$ cat src/rtl/rsc_pkg.sv
package rsc_pkg;

  // Bucket depths set by the wall clock.
  localparam int MINUTES = 60;
  localparam int HOURS   = 24;
  localparam int DAYS    = 7;

  // Defaults for the top-level parameters.
  localparam int ZONE_SLOTS_DEF   = 16;
  localparam int INTENT_SLOTS_DEF = 10;
  localparam int COUNT_WIDTH_DEF  = 32;

  // The latency sum saturates at this width.
  localparam int SUM_WIDTH = 48;

  typedef enum logic [1:0] {
    CMD_REQUEST = 2'd0,
    CMD_ALERT   = 2'd1,
    CMD_CLEAR   = 2'd2,
    CMD_QUERY   = 2'd3
  } cmd_t;

  typedef struct packed {
    cmd_t        command;
    logic        blocked;
    logic [4:0]  zone;
    logic [3:0]  intent;
    logic [31:0] latency;
    logic [5:0]  minute;
    logic [4:0]  hour;
    logic [2:0]  weekday;
    logic        resolved;
  } in_item_t;

  typedef struct packed {
    logic [31:0]          total_count;
    logic [31:0]          blocked_count;
    logic [31:0]          minute_total;
    logic [31:0]          minute_blocked;
    logic [31:0]          hour_total;
    logic [31:0]          day_total;
    logic [31:0]          zone_total;
    logic [31:0]          intent_total;
    logic [31:0]          latency_low;
    logic [31:0]          latency_high;
    logic [SUM_WIDTH-1:0] latency_total;
    logic [31:0]          alert_total;
  } out_item_t;

  // Minute bucket values after the current request's update.
  typedef struct packed {
    logic [31:0] total;
    logic [31:0] blocked;
  } minute_snap_t;

  // A count reported in a 32-bit field sticks at the largest 32-bit value.
  function automatic logic [31:0] clamp32(input logic [63:0] v);
    return (v > 64'h0000_0000_FFFF_FFFF) ? 32'hFFFF_FFFF : v[31:0];
  endfunction

endpackage

$ cat src/rtl/rsc_ram.sv
module rsc_ram #(
  parameter int WIDTH = 32,
  parameter int DEPTH = 60,
  localparam int AW = (DEPTH > 1) ? $clog2(DEPTH) : 1
) (
  input  logic             clk,
  input  logic             we,
  input  logic [AW-1:0]    waddr,
  input  logic [WIDTH-1:0] wdata,
  input  logic             re,
  input  logic [AW-1:0]    raddr,
  output logic [WIDTH-1:0] rdata
);

  logic [WIDTH-1:0] mem [DEPTH];

  // One write port and one registered read port.
  always_ff @(posedge clk) begin
    if (we) begin
      mem[waddr] <= wdata;
    end
    if (re) begin
      rdata <= mem[raddr];
    end
  end

endmodule

$ cat src/rtl/rsc_minute_bank.sv
module rsc_minute_bank #(
  parameter int COUNT_WIDTH = rsc_pkg::COUNT_WIDTH_DEF
) (
  input  logic                  clk,
  input  logic                  rst_n,
  input  logic                  rd_en,
  input  logic [5:0]            rd_minute,
  input  logic                  upd_en,
  input  rsc_pkg::in_item_t     item,
  output rsc_pkg::minute_snap_t snap
);

  import rsc_pkg::*;

  typedef logic [COUNT_WIDTH-1:0] cnt_t;

  function automatic cnt_t bump(input cnt_t v);
    return (&v) ? v : v + COUNT_WIDTH'(1);
  endfunction

  logic [MINUTES-1:0] vld_r, vld_nxt;
  logic               rd_vld_r, rd_vld_nxt;
  logic               fwd_r;
  cnt_t               fwd_all_r, fwd_blk_r;
  cnt_t               q_all, q_blk;
  cnt_t               cur_all, cur_blk, new_all, new_blk;
  logic               wr_ok, rd_ok, is_req, is_clr;

  assign wr_ok  = item.minute < 6'(MINUTES);
  assign rd_ok  = rd_minute < 6'(MINUTES);
  assign is_req = upd_en && (item.command == CMD_REQUEST) && wr_ok;
  assign is_clr = upd_en && (item.command == CMD_CLEAR);

  // Bucket storage: totals and blocked counts, one entry per minute.
  rsc_ram #(.WIDTH(COUNT_WIDTH), .DEPTH(MINUTES)) u_all_ram (
    .clk   (clk),
    .we    (is_req),
    .waddr (item.minute),
    .wdata (new_all),
    .re    (rd_en && rd_ok),
    .raddr (rd_minute),
    .rdata (q_all)
  );

  rsc_ram #(.WIDTH(COUNT_WIDTH), .DEPTH(MINUTES)) u_blk_ram (
    .clk   (clk),
    .we    (is_req),
    .waddr (item.minute),
    .wdata (new_blk),
    .re    (rd_en && rd_ok),
    .raddr (rd_minute),
    .rdata (q_blk)
  );

  // Current bucket value: zero if never written since reset or clear, the
  // value written in the read cycle if it hit the same minute, else the RAM.
  assign cur_all = !rd_vld_r ? '0 : (fwd_r ? fwd_all_r : q_all);
  assign cur_blk = !rd_vld_r ? '0 : (fwd_r ? fwd_blk_r : q_blk);
  assign new_all = bump(cur_all);
  assign new_blk = item.blocked ? bump(cur_blk) : cur_blk;

  // Valid bits clear at once on the clear command.
  always_comb begin
    vld_nxt = vld_r;
    if (is_clr) begin
      vld_nxt = '0;
    end else if (is_req) begin
      vld_nxt[item.minute] = 1'b1;
    end
  end

  assign rd_vld_nxt = rd_ok && vld_nxt[rd_minute];

  always_ff @(posedge clk) begin
    if (!rst_n) begin
      vld_r    <= '0;
      rd_vld_r <= 1'b0;
      fwd_r    <= 1'b0;
    end else begin
      vld_r <= vld_nxt;
      if (rd_en) begin
        rd_vld_r <= rd_vld_nxt;
        fwd_r    <= is_req && (rd_minute == item.minute);
      end
    end
  end

  // Forwarded data for a read that meets a write to the same minute.
  always_ff @(posedge clk) begin
    if (rd_en) begin
      fwd_all_r <= new_all;
      fwd_blk_r <= new_blk;
    end
  end

  // Snapshot after the update; an out-of-range minute reads zero.
  always_comb begin
    snap = '0;
    if (wr_ok && !is_clr) begin
      snap.total   = clamp32(64'(is_req ? new_all : cur_all));
      snap.blocked = clamp32(64'(is_req ? new_blk : cur_blk));
    end
  end

endmodule

$ cat config.mk
export PLATFORM = sky130hd
export DESIGN_NAME = rsc_minute_bank
export DESIGN_NICKNAME = d
export VERILOG_FILES = /design/src/rtl/rsc_pkg.sv /design/src/rtl/rsc_ram.sv /design/src/rtl/rsc_minute_bank.sv
export SDC_FILE = /design/constraint.sdc
export NUM_CORES = 2
export LEC_CHECK = 0
export BUFFER_PORTS_ARGS = -buffer_cell sky130_fd_sc_hd__buf_4
export CAP_MARGIN = 20
export CELL_PAD_IN_SITES_DETAIL_PLACEMENT = 0
export CELL_PAD_IN_SITES_GLOBAL_PLACEMENT = 1
export CORE_UTILIZATION = 50
export CTS_BUF_LIST = sky130_fd_sc_hd__clkbuf_4 sky130_fd_sc_hd__clkbuf_8
export DETAILED_ROUTE_END_ITERATION = 12
export GPL_ROUTABILITY_DRIVEN = 0
export PLACE_DENSITY_LB_ADDON = 0.1
export SLEW_MARGIN = 30
export SYNTH_ARGS = -nofsm -noshare
export SYNTH_HDL_FRONTEND = slang
export SYNTH_SLANG_ARGS = --single-unit
$ cat constraint.sdc
create_clock -name clk -period 13.4 [get_ports clk]
set_input_delay 2.68 -clock clk [delete_from_list [all_inputs] [get_ports clk]]
set_output_delay 2.68 -clock clk [all_outputs]
set_load 0.005 [all_outputs]
==> flow_summary.ini <==
[outcome]
status = finished, final reports clean

[cells_and_area]
nets = 7497
synthToLayoutAreaGrowth_pct = 13.51
n_fill_cell = 23080
drive_above_1_share_pct = 34.98
finish.utilization_pct = 57.01

[timing]
fin_tns_setup_ns = 0
setup_viol = 0
drv_slew = 0
finalCritPeriodShare_pct = 66.45
min_period_ns = 8.904
clock_skew_ns = 0.07084
worst_pin_slew_ns = 1.041
fmax_mhz = 112.3
relSlewSlack_pct = 30.58
hold_violations = 0
grt_setup_unrepaired = no

[setup_path]
cpPeakStageDelay_ns = 0.75
cp_num_buf_inv = 4
critPathRequiredTime_ns = 10.72
timing.rr.end = u_blk_ram.mem[28][14]$_DFFE_PP_
cp_top_family = buffers and inverters
cp_common_cell = buf_4
reg2reg_slack_ns = 7.59
worst_setup_path_start_kind = flip-flop
reg2reg_depth = 12
worstReg2RegStart = fwd_r$_SDFFE_PN0P_
cp_max_fo = 49
criticalPathCategory = reg -> out
crit_slowest_cell = a21oi_1
critical_path_arrival_ns = 6.22
cp_cell_sequence = buf_4, mux2_2, nand2_1, inv_1, ha_1, o211ai_1, or2_2, nor4_4, buf_4, o21ai_0, a21oi_1, buf_4
endpoint_kind = primary output

[grt]
grt_pass1_wl_mm = 619.4
grt_use_met2_pct = 46.64
grt.met1_usage_pct = 40.16
antenna_found_initial = 19
overflow = 0
grt_use_total_pct = 28.59
met3_usage_pct = 4.267
grt_busiest_layer = met2
grt_max_degree = 123
first_global_vias = 78190

[min_path]
worstHoldEndpoint = vld_r[34]$_SDFF_PN0_
hp-class = reg -> reg
min_from = vld_r[34]$_SDFF_PN0_
min_path_cells = 2

[floorplanning]
row_count = 205
die_h_um = 561.5
core_area_um2 = 311600
dieArea_um2 = 315300
io_pins = 133
initial_core_util_pct = 50.22
die_w_um = 561.5

[power_and_ir_drop]
p_leak_nw = 56.58
power_mw = 25.55
power.density_nw_per_um2 = 143.8
peakVddDrop_v = 0.00009777

[logic_synthesis]
synth_most_common_cell = edfxtp_1
synth_seq_cells = 4030
avgSynthCellArea_um2 = 23.07
synth_cells = 6785
synth_area_leader_cell = edfxtp_1
netlist_top_cells_count = edfxtp_1 (3968), mux4_2 (1216), clkbuf_1 (273)
ys_warn_count = 0
synth_edf_count = 3968
ys_async_sr_fraction_pct = 0
yosysSeqAreaShare_pct = 76.93
synth_area_um2 = 156500
ys_types = 69
synth-main-ff-cell = edfxtp_1
syn-num-nets = 6856
yosys.area.top_type_share_pct = 76.13
synthTopCellsByArea = edfxtp_1 (76%), mux4_2 (17%), dfxtp_1 (0.79%)

[clock_network]
clkTransAtPathRegs_ns = 0.06
clkLatencyLatePin_ns = 1.20
cts_resized = 0
cts_sinks = 4030
cts_tree = done
h-tree-depth = 6
post_cts.repair.setup_buffers = 0
clockRootBuffer = clkbuf_8
cts_buffer_depth = 4
cts-buffers-inserted = 655
cts_hold_buf = 0

[drt]
vias = 77550
drt-wirelength-per-cell_um = 37.24
viasPerCell = 6.432
drt-total-wl_mm = 449.0
drtPass1Iterations = 6
initialDrtViolationCount = 9339
drc = 0
drtAntennaViolNets = 0

[flow_run]
drv_cap = 0

[placed_design]
hpwl_mm = 234.2
port-buffer-count = 82
-- cell type report --
| class | instances | area [µm²] | area share [%] |
|---|---|---|---|
| flip-flops and latches | 4030 | 120400 | 67.77 |
| multi-input cells | 2368 | 35850 | 20.18 |
| clock buffers | 870 | 10680 | 6.011 |
| well taps | 4140 | 5180 | 2.916 |
| repair buffers | 360 | 3643 | 2.051 |
| clock inverters | 273 | 1834 | 1.032 |
| inverters | 11 | 53.80 | 0.03028 |
| diodes | 5 | 12.51 | 0.007043 |
-- cell usage in the layout (no fill, tap or decap), types with 55 or more instances in the layout --
cell type,netlist,layout
dfxtp_1,62,60
clkbuf_8,0,664
mux2i_1,77,77
nand2_1,184,184
o21ai_0,76,75
mux2_2,58,56
nand3_1,61,61
xnor2_1,86,55
edfxtp_1,3968,3968
mux4_2,1216,1216
nor2_4,0,59
buf_4,4,286
clkbuf_4,0,207
clkinv_1,1,160
nor2_1,245,185
-- sequential cells by signal, indices dropped and copies added (netlist names) --
register / flops
u_all_ram.rdata: 32
rd_vld_r: 1
u_blk_ram.rdata: 32
fwd_blk_r: 32
u_blk_ram.mem: 1920
vld_r: 60
u_all_ram.mem: 1920
fwd_r: 1
fwd_all_r: 32
-- power breakdown --
group	internal, mW	switching [mW]
Combinational	0.503	0.759
Sequential	13.9	0.0275
Clock	5.45	4.89
-- metal layers --
metal	vias to the layer above	share of wire [%]
met1	42940	40
met5	-	0.0076
li1	30300	-
met4	4	3.2
met3	703	7.2
met2	3611	49
-- through the flow --
step | cell area [µm²] | setup slack, ns | instances | hold slack [ns]
6_report | 177700 | 4.496 | 12060 | 0.4499
5_1_grt | 177600 | 4.493 | 12050 | 0.4713
4_1_cts | 177600 | 4.448 | 12050 | 0.4545
3_5_place_dp | 165100 | 4.891 | 10910 | 0.4412
3_3_place_gp | 164200 | 4.863 | 10870 | 0.4332
2_1_floorplan | 156500 | 5.838 | 6785 | 0.4219
-- kinds of logic after synthesis --
logic type	share of synthesized area [%]
buffers and inverters	1.014
adder cells (fa/ha/maj)	0.01599
AO/OA/AOI/OAI	0.8162
XOR/XNOR	0.7107
AND/OR/NAND/NOR	2.111
flip-flops	76.93
multiplexers	18.41
-- worst max-delay path by stage --
stage                             from               endpoint  slack, ns  cells after the start
finish              fwd_r$_SDFFE_PN0P_                snap[1]       4.50                     12
global route        fwd_r$_SDFFE_PN0P_                snap[1]       4.49                     12
CTS                 fwd_r$_SDFFE_PN0P_                snap[1]       4.45                     12
detailed placement            item[58]                snap[1]       4.89                      7
global placement              item[58]                snap[1]       4.86                      7
floorplan                     item[14]  rd_vld_r$_SDFFE_PN0P_       5.84                      8
-- tightest hold or removal path: stages (launching register included) --
cell and delay (ns):
dfxtp_1 0.30, a21oi_1 0.05, nor2_1 0.07
(Power assumes the default switching activity.)
