==> src/rtl/rsc_pkg.sv <==
package rsc_pkg;

  // Bucket depths set by the wall clock.
  localparam int MINUTES = 60;
  localparam int HOURS   = 24;
  localparam int DAYS    = 7;

  // Defaults for the top-level parameters.
  localparam int ZONE_SLOTS_DEF   = 16;
  localparam int INTENT_SLOTS_DEF = 10;
  localparam int COUNT_WIDTH_DEF  = 32;

  // The latency sum saturates at this width.
  localparam int SUM_WIDTH = 48;

  typedef enum logic [1:0] {
    CMD_REQUEST = 2'd0,
    CMD_ALERT   = 2'd1,
    CMD_CLEAR   = 2'd2,
    CMD_QUERY   = 2'd3
  } cmd_t;

  typedef struct packed {
    cmd_t        command;
    logic        blocked;
    logic [4:0]  zone;
    logic [3:0]  intent;
    logic [31:0] latency;
    logic [5:0]  minute;
    logic [4:0]  hour;
    logic [2:0]  weekday;
    logic        resolved;
  } in_item_t;

  typedef struct packed {
    logic [31:0]          total_count;
    logic [31:0]          blocked_count;
    logic [31:0]          minute_total;
    logic [31:0]          minute_blocked;
    logic [31:0]          hour_total;
    logic [31:0]          day_total;
    logic [31:0]          zone_total;
    logic [31:0]          intent_total;
    logic [31:0]          latency_low;
    logic [31:0]          latency_high;
    logic [SUM_WIDTH-1:0] latency_total;
    logic [31:0]          alert_total;
  } out_item_t;

  // Minute bucket values after the current request's update.
  typedef struct packed {
    logic [31:0] total;
    logic [31:0] blocked;
  } minute_snap_t;

  // A count reported in a 32-bit field sticks at the largest 32-bit value.
  function automatic logic [31:0] clamp32(input logic [63:0] v);
    return (v > 64'h0000_0000_FFFF_FFFF) ? 32'hFFFF_FFFF : v[31:0];
  endfunction

endpackage

==> src/rtl/rsc_counters.sv <==
module rsc_counters #(
  parameter int ZONE_SLOTS   = rsc_pkg::ZONE_SLOTS_DEF,
  parameter int INTENT_SLOTS = rsc_pkg::INTENT_SLOTS_DEF,
  parameter int COUNT_WIDTH  = rsc_pkg::COUNT_WIDTH_DEF
) (
  input  logic               clk,
  input  logic               rst_n,
  input  logic               upd_en,
  input  rsc_pkg::in_item_t  item,
  output rsc_pkg::out_item_t snap
);

  import rsc_pkg::*;

  localparam int ZIW = (ZONE_SLOTS > 1) ? $clog2(ZONE_SLOTS) : 1;
  localparam int IIW = (INTENT_SLOTS > 1) ? $clog2(INTENT_SLOTS) : 1;

  typedef logic [COUNT_WIDTH-1:0] cnt_t;

  function automatic cnt_t bump(input cnt_t v);
    return (&v) ? v : v + COUNT_WIDTH'(1);
  endfunction

  cnt_t all_r, all_nxt;
  cnt_t blocked_r, blocked_nxt;
  cnt_t fired_r, fired_nxt;
  cnt_t resolved_r, resolved_nxt;
  cnt_t hour_r   [HOURS];
  cnt_t day_r    [DAYS];
  cnt_t zone_r   [ZONE_SLOTS];
  cnt_t intent_r [INTENT_SLOTS];

  logic                 seen_r, seen_nxt;
  logic [31:0]          lat_min_r, lat_min_nxt;
  logic [31:0]          lat_max_r, lat_max_nxt;
  logic [SUM_WIDTH-1:0] lat_sum_r, lat_sum_nxt;
  logic [SUM_WIDTH:0]   sum_ext;

  logic           is_req, is_alert, is_clr;
  logic           hour_ok, day_ok, zone_ok, intent_ok;
  logic [ZIW-1:0] zone_idx;
  logic [IIW-1:0] intent_idx;
  cnt_t           hour_cur, day_cur, zone_cur, intent_cur, alert_cur;
  cnt_t           hour_inc, day_inc, zone_inc, intent_inc, alert_inc;
  cnt_t           hour_snap, day_snap, zone_snap, intent_snap, alert_snap;

  // Command decode, only while a request leaves the input register.
  assign is_req   = upd_en && (item.command == CMD_REQUEST);
  assign is_alert = upd_en && (item.command == CMD_ALERT);
  assign is_clr   = upd_en && (item.command == CMD_CLEAR);

  assign hour_ok    = item.hour < 5'(HOURS);
  assign day_ok     = item.weekday < 3'(DAYS);
  assign zone_ok    = {1'b0, item.zone} < 6'(ZONE_SLOTS);
  assign intent_ok  = {1'b0, item.intent} < 5'(INTENT_SLOTS);
  assign zone_idx   = item.zone[ZIW-1:0];
  assign intent_idx = item.intent[IIW-1:0];

  // Select the addressed entries and their incremented values.
  assign hour_cur   = hour_ok ? hour_r[item.hour] : '0;
  assign day_cur    = day_ok ? day_r[item.weekday] : '0;
  assign zone_cur   = zone_ok ? zone_r[zone_idx] : '0;
  assign intent_cur = intent_ok ? intent_r[intent_idx] : '0;
  assign alert_cur  = item.resolved ? resolved_r : fired_r;

  assign hour_inc   = bump(hour_cur);
  assign day_inc    = bump(day_cur);
  assign zone_inc   = bump(zone_cur);
  assign intent_inc = bump(intent_cur);
  assign alert_inc  = bump(alert_cur);

  // Values of the addressed entries after this request's update.
  assign hour_snap   = (is_clr || !hour_ok) ? '0 : (is_req ? hour_inc : hour_cur);
  assign day_snap    = (is_clr || !day_ok) ? '0 : (is_req ? day_inc : day_cur);
  assign zone_snap   = (is_clr || !zone_ok) ? '0 : (is_req ? zone_inc : zone_cur);
  assign intent_snap = (is_clr || !intent_ok) ? '0 : (is_req ? intent_inc : intent_cur);
  assign alert_snap  = is_clr ? '0 : (is_alert ? alert_inc : alert_cur);

  // Scalar counters.
  assign all_nxt      = is_clr ? '0 : (is_req ? bump(all_r) : all_r);
  assign blocked_nxt  = is_clr ? '0 : ((is_req && item.blocked) ? bump(blocked_r) : blocked_r);
  assign fired_nxt    = is_clr ? '0 : ((is_alert && !item.resolved) ? alert_inc : fired_r);
  assign resolved_nxt = is_clr ? '0 : ((is_alert && item.resolved) ? alert_inc : resolved_r);

  // Latency statistics; the first request after reset or clear sets the minimum.
  assign sum_ext = {1'b0, lat_sum_r} + (SUM_WIDTH + 1)'(item.latency);

  always_comb begin
    seen_nxt    = seen_r;
    lat_min_nxt = lat_min_r;
    lat_max_nxt = lat_max_r;
    lat_sum_nxt = lat_sum_r;
    if (is_clr) begin
      seen_nxt    = 1'b0;
      lat_min_nxt = '0;
      lat_max_nxt = '0;
      lat_sum_nxt = '0;
    end else if (is_req) begin
      seen_nxt = 1'b1;
      if (!seen_r || (item.latency < lat_min_r)) begin
        lat_min_nxt = item.latency;
      end
      if (item.latency > lat_max_r) begin
        lat_max_nxt = item.latency;
      end
      lat_sum_nxt = sum_ext[SUM_WIDTH] ? '1 : sum_ext[SUM_WIDTH-1:0];
    end
  end

  // Counter registers; clear returns everything to zero.
  always_ff @(posedge clk) begin
    if (!rst_n) begin
      all_r      <= '0;
      blocked_r  <= '0;
      fired_r    <= '0;
      resolved_r <= '0;
      seen_r     <= 1'b0;
      lat_min_r  <= '0;
      lat_max_r  <= '0;
      lat_sum_r  <= '0;
      for (int i = 0; i < HOURS; i++) hour_r[i] <= '0;
      for (int i = 0; i < DAYS; i++) day_r[i] <= '0;
      for (int i = 0; i < ZONE_SLOTS; i++) zone_r[i] <= '0;
      for (int i = 0; i < INTENT_SLOTS; i++) intent_r[i] <= '0;
    end else begin
      all_r      <= all_nxt;
      blocked_r  <= blocked_nxt;
      fired_r    <= fired_nxt;
      resolved_r <= resolved_nxt;
      seen_r     <= seen_nxt;
      lat_min_r  <= lat_min_nxt;
      lat_max_r  <= lat_max_nxt;
      lat_sum_r  <= lat_sum_nxt;
      if (is_clr) begin
        for (int i = 0; i < HOURS; i++) hour_r[i] <= '0;
        for (int i = 0; i < DAYS; i++) day_r[i] <= '0;
        for (int i = 0; i < ZONE_SLOTS; i++) zone_r[i] <= '0;
        for (int i = 0; i < INTENT_SLOTS; i++) intent_r[i] <= '0;
      end else if (is_req) begin
        if (hour_ok) begin
          hour_r[item.hour] <= hour_inc;
        end
        if (day_ok) begin
          day_r[item.weekday] <= day_inc;
        end
        if (zone_ok) begin
          zone_r[zone_idx] <= zone_inc;
        end
        if (intent_ok) begin
          intent_r[intent_idx] <= intent_inc;
        end
      end
    end
  end

  // Snapshot; minute fields come from the minute bank.
  always_comb begin
    snap               = '0;
    snap.total_count   = clamp32(64'(all_nxt));
    snap.blocked_count = clamp32(64'(blocked_nxt));
    snap.hour_total    = clamp32(64'(hour_snap));
    snap.day_total     = clamp32(64'(day_snap));
    snap.zone_total    = clamp32(64'(zone_snap));
    snap.intent_total  = clamp32(64'(intent_snap));
    snap.latency_low   = lat_min_nxt;
    snap.latency_high  = lat_max_nxt;
    snap.latency_total = lat_sum_nxt;
    snap.alert_total   = clamp32(64'(alert_snap));
  end

endmodule

==> config.mk <==
export PLATFORM = sky130hd
export DESIGN_NAME = rsc_counters
export DESIGN_NICKNAME = d
export VERILOG_FILES = /design/src/rtl/rsc_pkg.sv /design/src/rtl/rsc_counters.sv
export SDC_FILE = /design/constraint.sdc
export NUM_CORES = 2
export LEC_CHECK = 0
export ABC_AREA = 1
export BUFFER_PORTS_ARGS = -buffer_cell sky130_fd_sc_hd__buf_2
export CELL_PAD_IN_SITES_DETAIL_PLACEMENT = 0
export CELL_PAD_IN_SITES_GLOBAL_PLACEMENT = 1
export CORE_ASPECT_RATIO = 0.8
export CORE_MARGIN = 10
export CORE_UTILIZATION = 25
export DETAILED_ROUTE_END_ITERATION = 7
export PLACE_DENSITY = 0.47
export RECOVER_POWER = 25
export SETUP_SLACK_MARGIN = 0.3
export SYNTH_ARGS = -nofsm -noshare
export SYNTH_HDL_FRONTEND = slang
export SYNTH_SLANG_ARGS = --single-unit
==> constraint.sdc <==
create_clock -name clk -period 7.4 [get_ports clk]
set_clock_uncertainty 0.2 [all_clocks]
set_input_delay 1.11 -clock clk [delete_from_list [all_inputs] [get_ports clk]]
set_output_delay 1.11 -clock clk [all_outputs]
set_load 0.005 [all_outputs]
==> impl_metrics.csv <==
group,metric,value,unit
worst_setup_path,path_cells,"buf_2 > nand2_1 > inv_4 > buf_12 > buf_4 > nand2_1 > nand2_1 > o21ai_0 > nand3_1 > nand3_1 > nor2_1 > nand2_1 > nor2_2 > nand2_2 > nand3_4 > nor2_1 > nor2_1 > buf_4 > buf_2",
drt,drc_errors,0,
drt,final_antenna_net_count,0,
final_layout,final_common_cell,"nand2_1",
synthesis,yosysSeqAreaShare,0.541,
drt,vias,91600,
worst_setup_path,crit_type,"in2out",
timing,tightest_slew,3.88,ns
outcome,status,"finished with violations",
final_layout,drive_above_1_share,0.110,
final_layout,final_cell_mix,"nand2_1 (5,518), edfxtp_1 (1,912), inv_1 (1,597), nor2_1 (1,542), nand3_1 (517)",
grt,grt_pass1_wl,656000,um
die,core,457000,um2
synthesis,async_flop_share,0,
timing,slew_violations,855,
clock_tree,cts_buffers,274,
final_layout,fill_cells,49500,
placement,io_buffer_count,391,
clock_tree,clkSinkCount,2153,
worst_setup_path,path_max_fanout,31,
worst_setup_path,cpMaxStageDelayCell,"nor2_1",
clock_tree,clk_latency,0.96,ns
grt,grt_usage,0.181,
drt,totalWireLength,458000,um
worst_setup_path,worstSetupStartpointType,"input pin",
worst_setup_path,cp-end-kind,"primary output",
synthesis,yosys_warnings,0,
timing,setup_tns,0,ns
clock_tree,cts_tree,"yes",
final_layout,regArea,62200,um2
clock_tree,postCtsHoldBufs,0,
synthesis,synth_edf_count,1912,
synthesis,synth_seq_cells,2153,
timing,maxSlewHeadroom,-1.59,
timing,hold_ws,0.290,ns
worst_setup_path,cp-startpoint,"item[48]",
clock_tree,clock_path_buffers,4,
power,p_leak,0.0615,uW
grt,grt_pass1_vias,87700,
min_path,worstHoldPathType,"reg2reg",
worst_setup_path,r2r-end,"hour_r[21][19]$_SDFFCE_PN0P_",
outcome,violations,"capacitance limit, slew limit",
drt,wl_per_cell,22.0,um
die,die_w,778,um
grt,grt_max_degree,93,
drt,first_iter_violations,6750,
synthesis,ys_types,58,
clock_tree,clock_tree.root_cell,"clkbuf_16",
final_layout,multiInputGateArea,42100,um2
drt,via_per_inst,4.40,
synthesis,synth_flop_cell,"edfxtp_1",
min_path,hold_path_depth,2,
timing,rsz0062_at_grt,"false",
timing,period_share,0.936,
worst_setup_path,cp_data_arrival_time,5.62,ns
timing,final_hold_viol_count,0,
worst_setup_path,slowest_delay,0.52,ns
placement,hpwl,308000,um
worst_setup_path,path_common_cell,"nand2_1",
power,pwr_density_cell,231,nW/um2
timing,finalSetupViolCount,0,
die,start_util,0.251,
placement,post_dp_cell_area,124000,um2
worst_setup_path,reg2reg_slack,2.68,ns
die,io_pins,462,
min_path,min_from,"fired_r[23]$_SDFFE_PP0P_",
final_layout,layout-area-overhead-vs-synth,14.9,%
synthesis,netlist_area,115000,um2
clock_tree,htreeDepth,5,
drt,drtPass1Iterations,6,
clock_tree,clkSlewWorstSetupHoldPaths,0.05,ns
grt,antenna_found_initial,31,
flow_run,cap_violations,26,
grt,grt_overflow_total,0,
worst_setup_path,critPathRequiredTime,6.09,ns
synthesis,syn-instance-count,14200,
placement,place.gp.congestion,0.835,
worst_setup_path,r2r_start,"hour_r[0][0]$_SDFFCE_PN0P_",
die,die_h,627,um
timing,fmaxAchievable,144,MHz
final_layout,post-route-cell-area,132000,um2
power,peakVddDrop,156,uV
final_layout,final_nets,14700,
timing,min_period,6.93,ns
final_layout,utilization,0.289,
worst_setup_path,reg2reg_depth,20,
synthesis,avgSynthCellArea,8.08,um2
die,row_count,222,
min_path,hold_end,"fired_r[23]$_SDFFE_PP0P_",
die,dieArea,488000,um2
[power breakdown]
group	total, uW	internal (uW)	switching (uW)	leakage [uW]
clock network	13100	7370	5720	0.00409
logic	3510	787	2720	0.0353
registers	13900	13800	139	0.0220
total	30500	21900	8580	0.0615
[how the worst max path moves through the flow]
stage                     cells after the start   endpoint  slack [ns]
after floorplan                              19  snap[152]        2.14
after global placement                       20  snap[172]        0.31
after detailed placement                     20  snap[172]        0.35
after CTS                                    20  snap[172]        0.35
after global routing                         19  snap[163]        0.17
final                                        19  snap[163]        0.47
[worst max-delay path, delay by kind of cell]
family | cells | cell delay, ns
compound gates | 1 | 0.08
buf+inv | 6 | 1.50
simple gates | 12 | 2.88
[metal layers]
layer | part of all wire | track usage | routed length [um] | up-vias
li1 | - | - | - | 45200
met1 | 0.50 | 0.273 | 231000 | 44300
met2 | 0.44 | 0.281 | 201000 | 1700
met3 | 0.038 | 0.0177 | 17600 | 442
met4 | 0.020 | 0.0357 | 9130 | 2
met5 | 0.000028 | 0 | 13 | -
[Yosys cell counts, types with 102 or more instances]
cell type	n	share of area
buf_1	103	0.0034
clkbuf_1	276	0.0090
a21oi_1	413	0.018
nand4_1	155	0.0084
nand2_1	5546	0.18
nor2_1	1566	0.051
dfxtp_1	241	0.042
edfxtp_1	1912	0.50
ha_1	102	0.011
nor2_2	188	0.010
nand3_1	512	0.022
buf_2	198	0.0086
inv_1	1597	0.052
xor2_1	102	0.0078
o21ai_0	329	0.014
buf_4	155	0.010
inv_2	184	0.0060
[kinds of logic after synthesis]
kind of cell,count (synthesis),synth area share
xor gates and xnor gates,157,0.0120
DFF,2153,0.541
buffers and inverters,2628,0.0992
AOI/OAI and AO/OA,917,0.0424
adders and majority gates,103,0.0113
and+or+nand+nor,8262,0.294
other,1,0.0000326
muxes,1,0.0000871
[metrics by stage]
step                total power [uW]  setup WS [ns]  instances
finish                         30500          0.473      20800
global route                   31700          0.172      20800
floorplan                      16100           2.14      14400
detailed placement             17800          0.347      20300
CTS                            31000          0.349      20800
global placement               17800          0.315      20300
[sequential cells by signal, indices dropped and copies added (netlist names)]
signal,cells
hour_r,768
zone_r,512
intent_r,384
day_r,248
lat_sum_r,48
all_r,32
blocked_r,32
fired_r,32
lat_max_r,32
lat_min_r,32
resolved_r,32
seen_r,1
[what timing repair did]
item,in CTS,in global routing
gates resized for setup,0,2
setup endpoints to repair,0,2
setup buffers,0,0
[cell type report]
type / instances / share of cell area
Tap cell: 6048 / 0.0573
Clock buffer: 357 / 0.0554
Multi-Input combinational cell: 9592 / 0.318
Clock inverter: 119 / 0.00827
Timing Repair Buffer: 744 / 0.0378
Antenna cell: 12 / 0.000227
Inverter: 1802 / 0.0515
Sequential cell: 2153 / 0.471
Power figures use the tool's default switching activity.
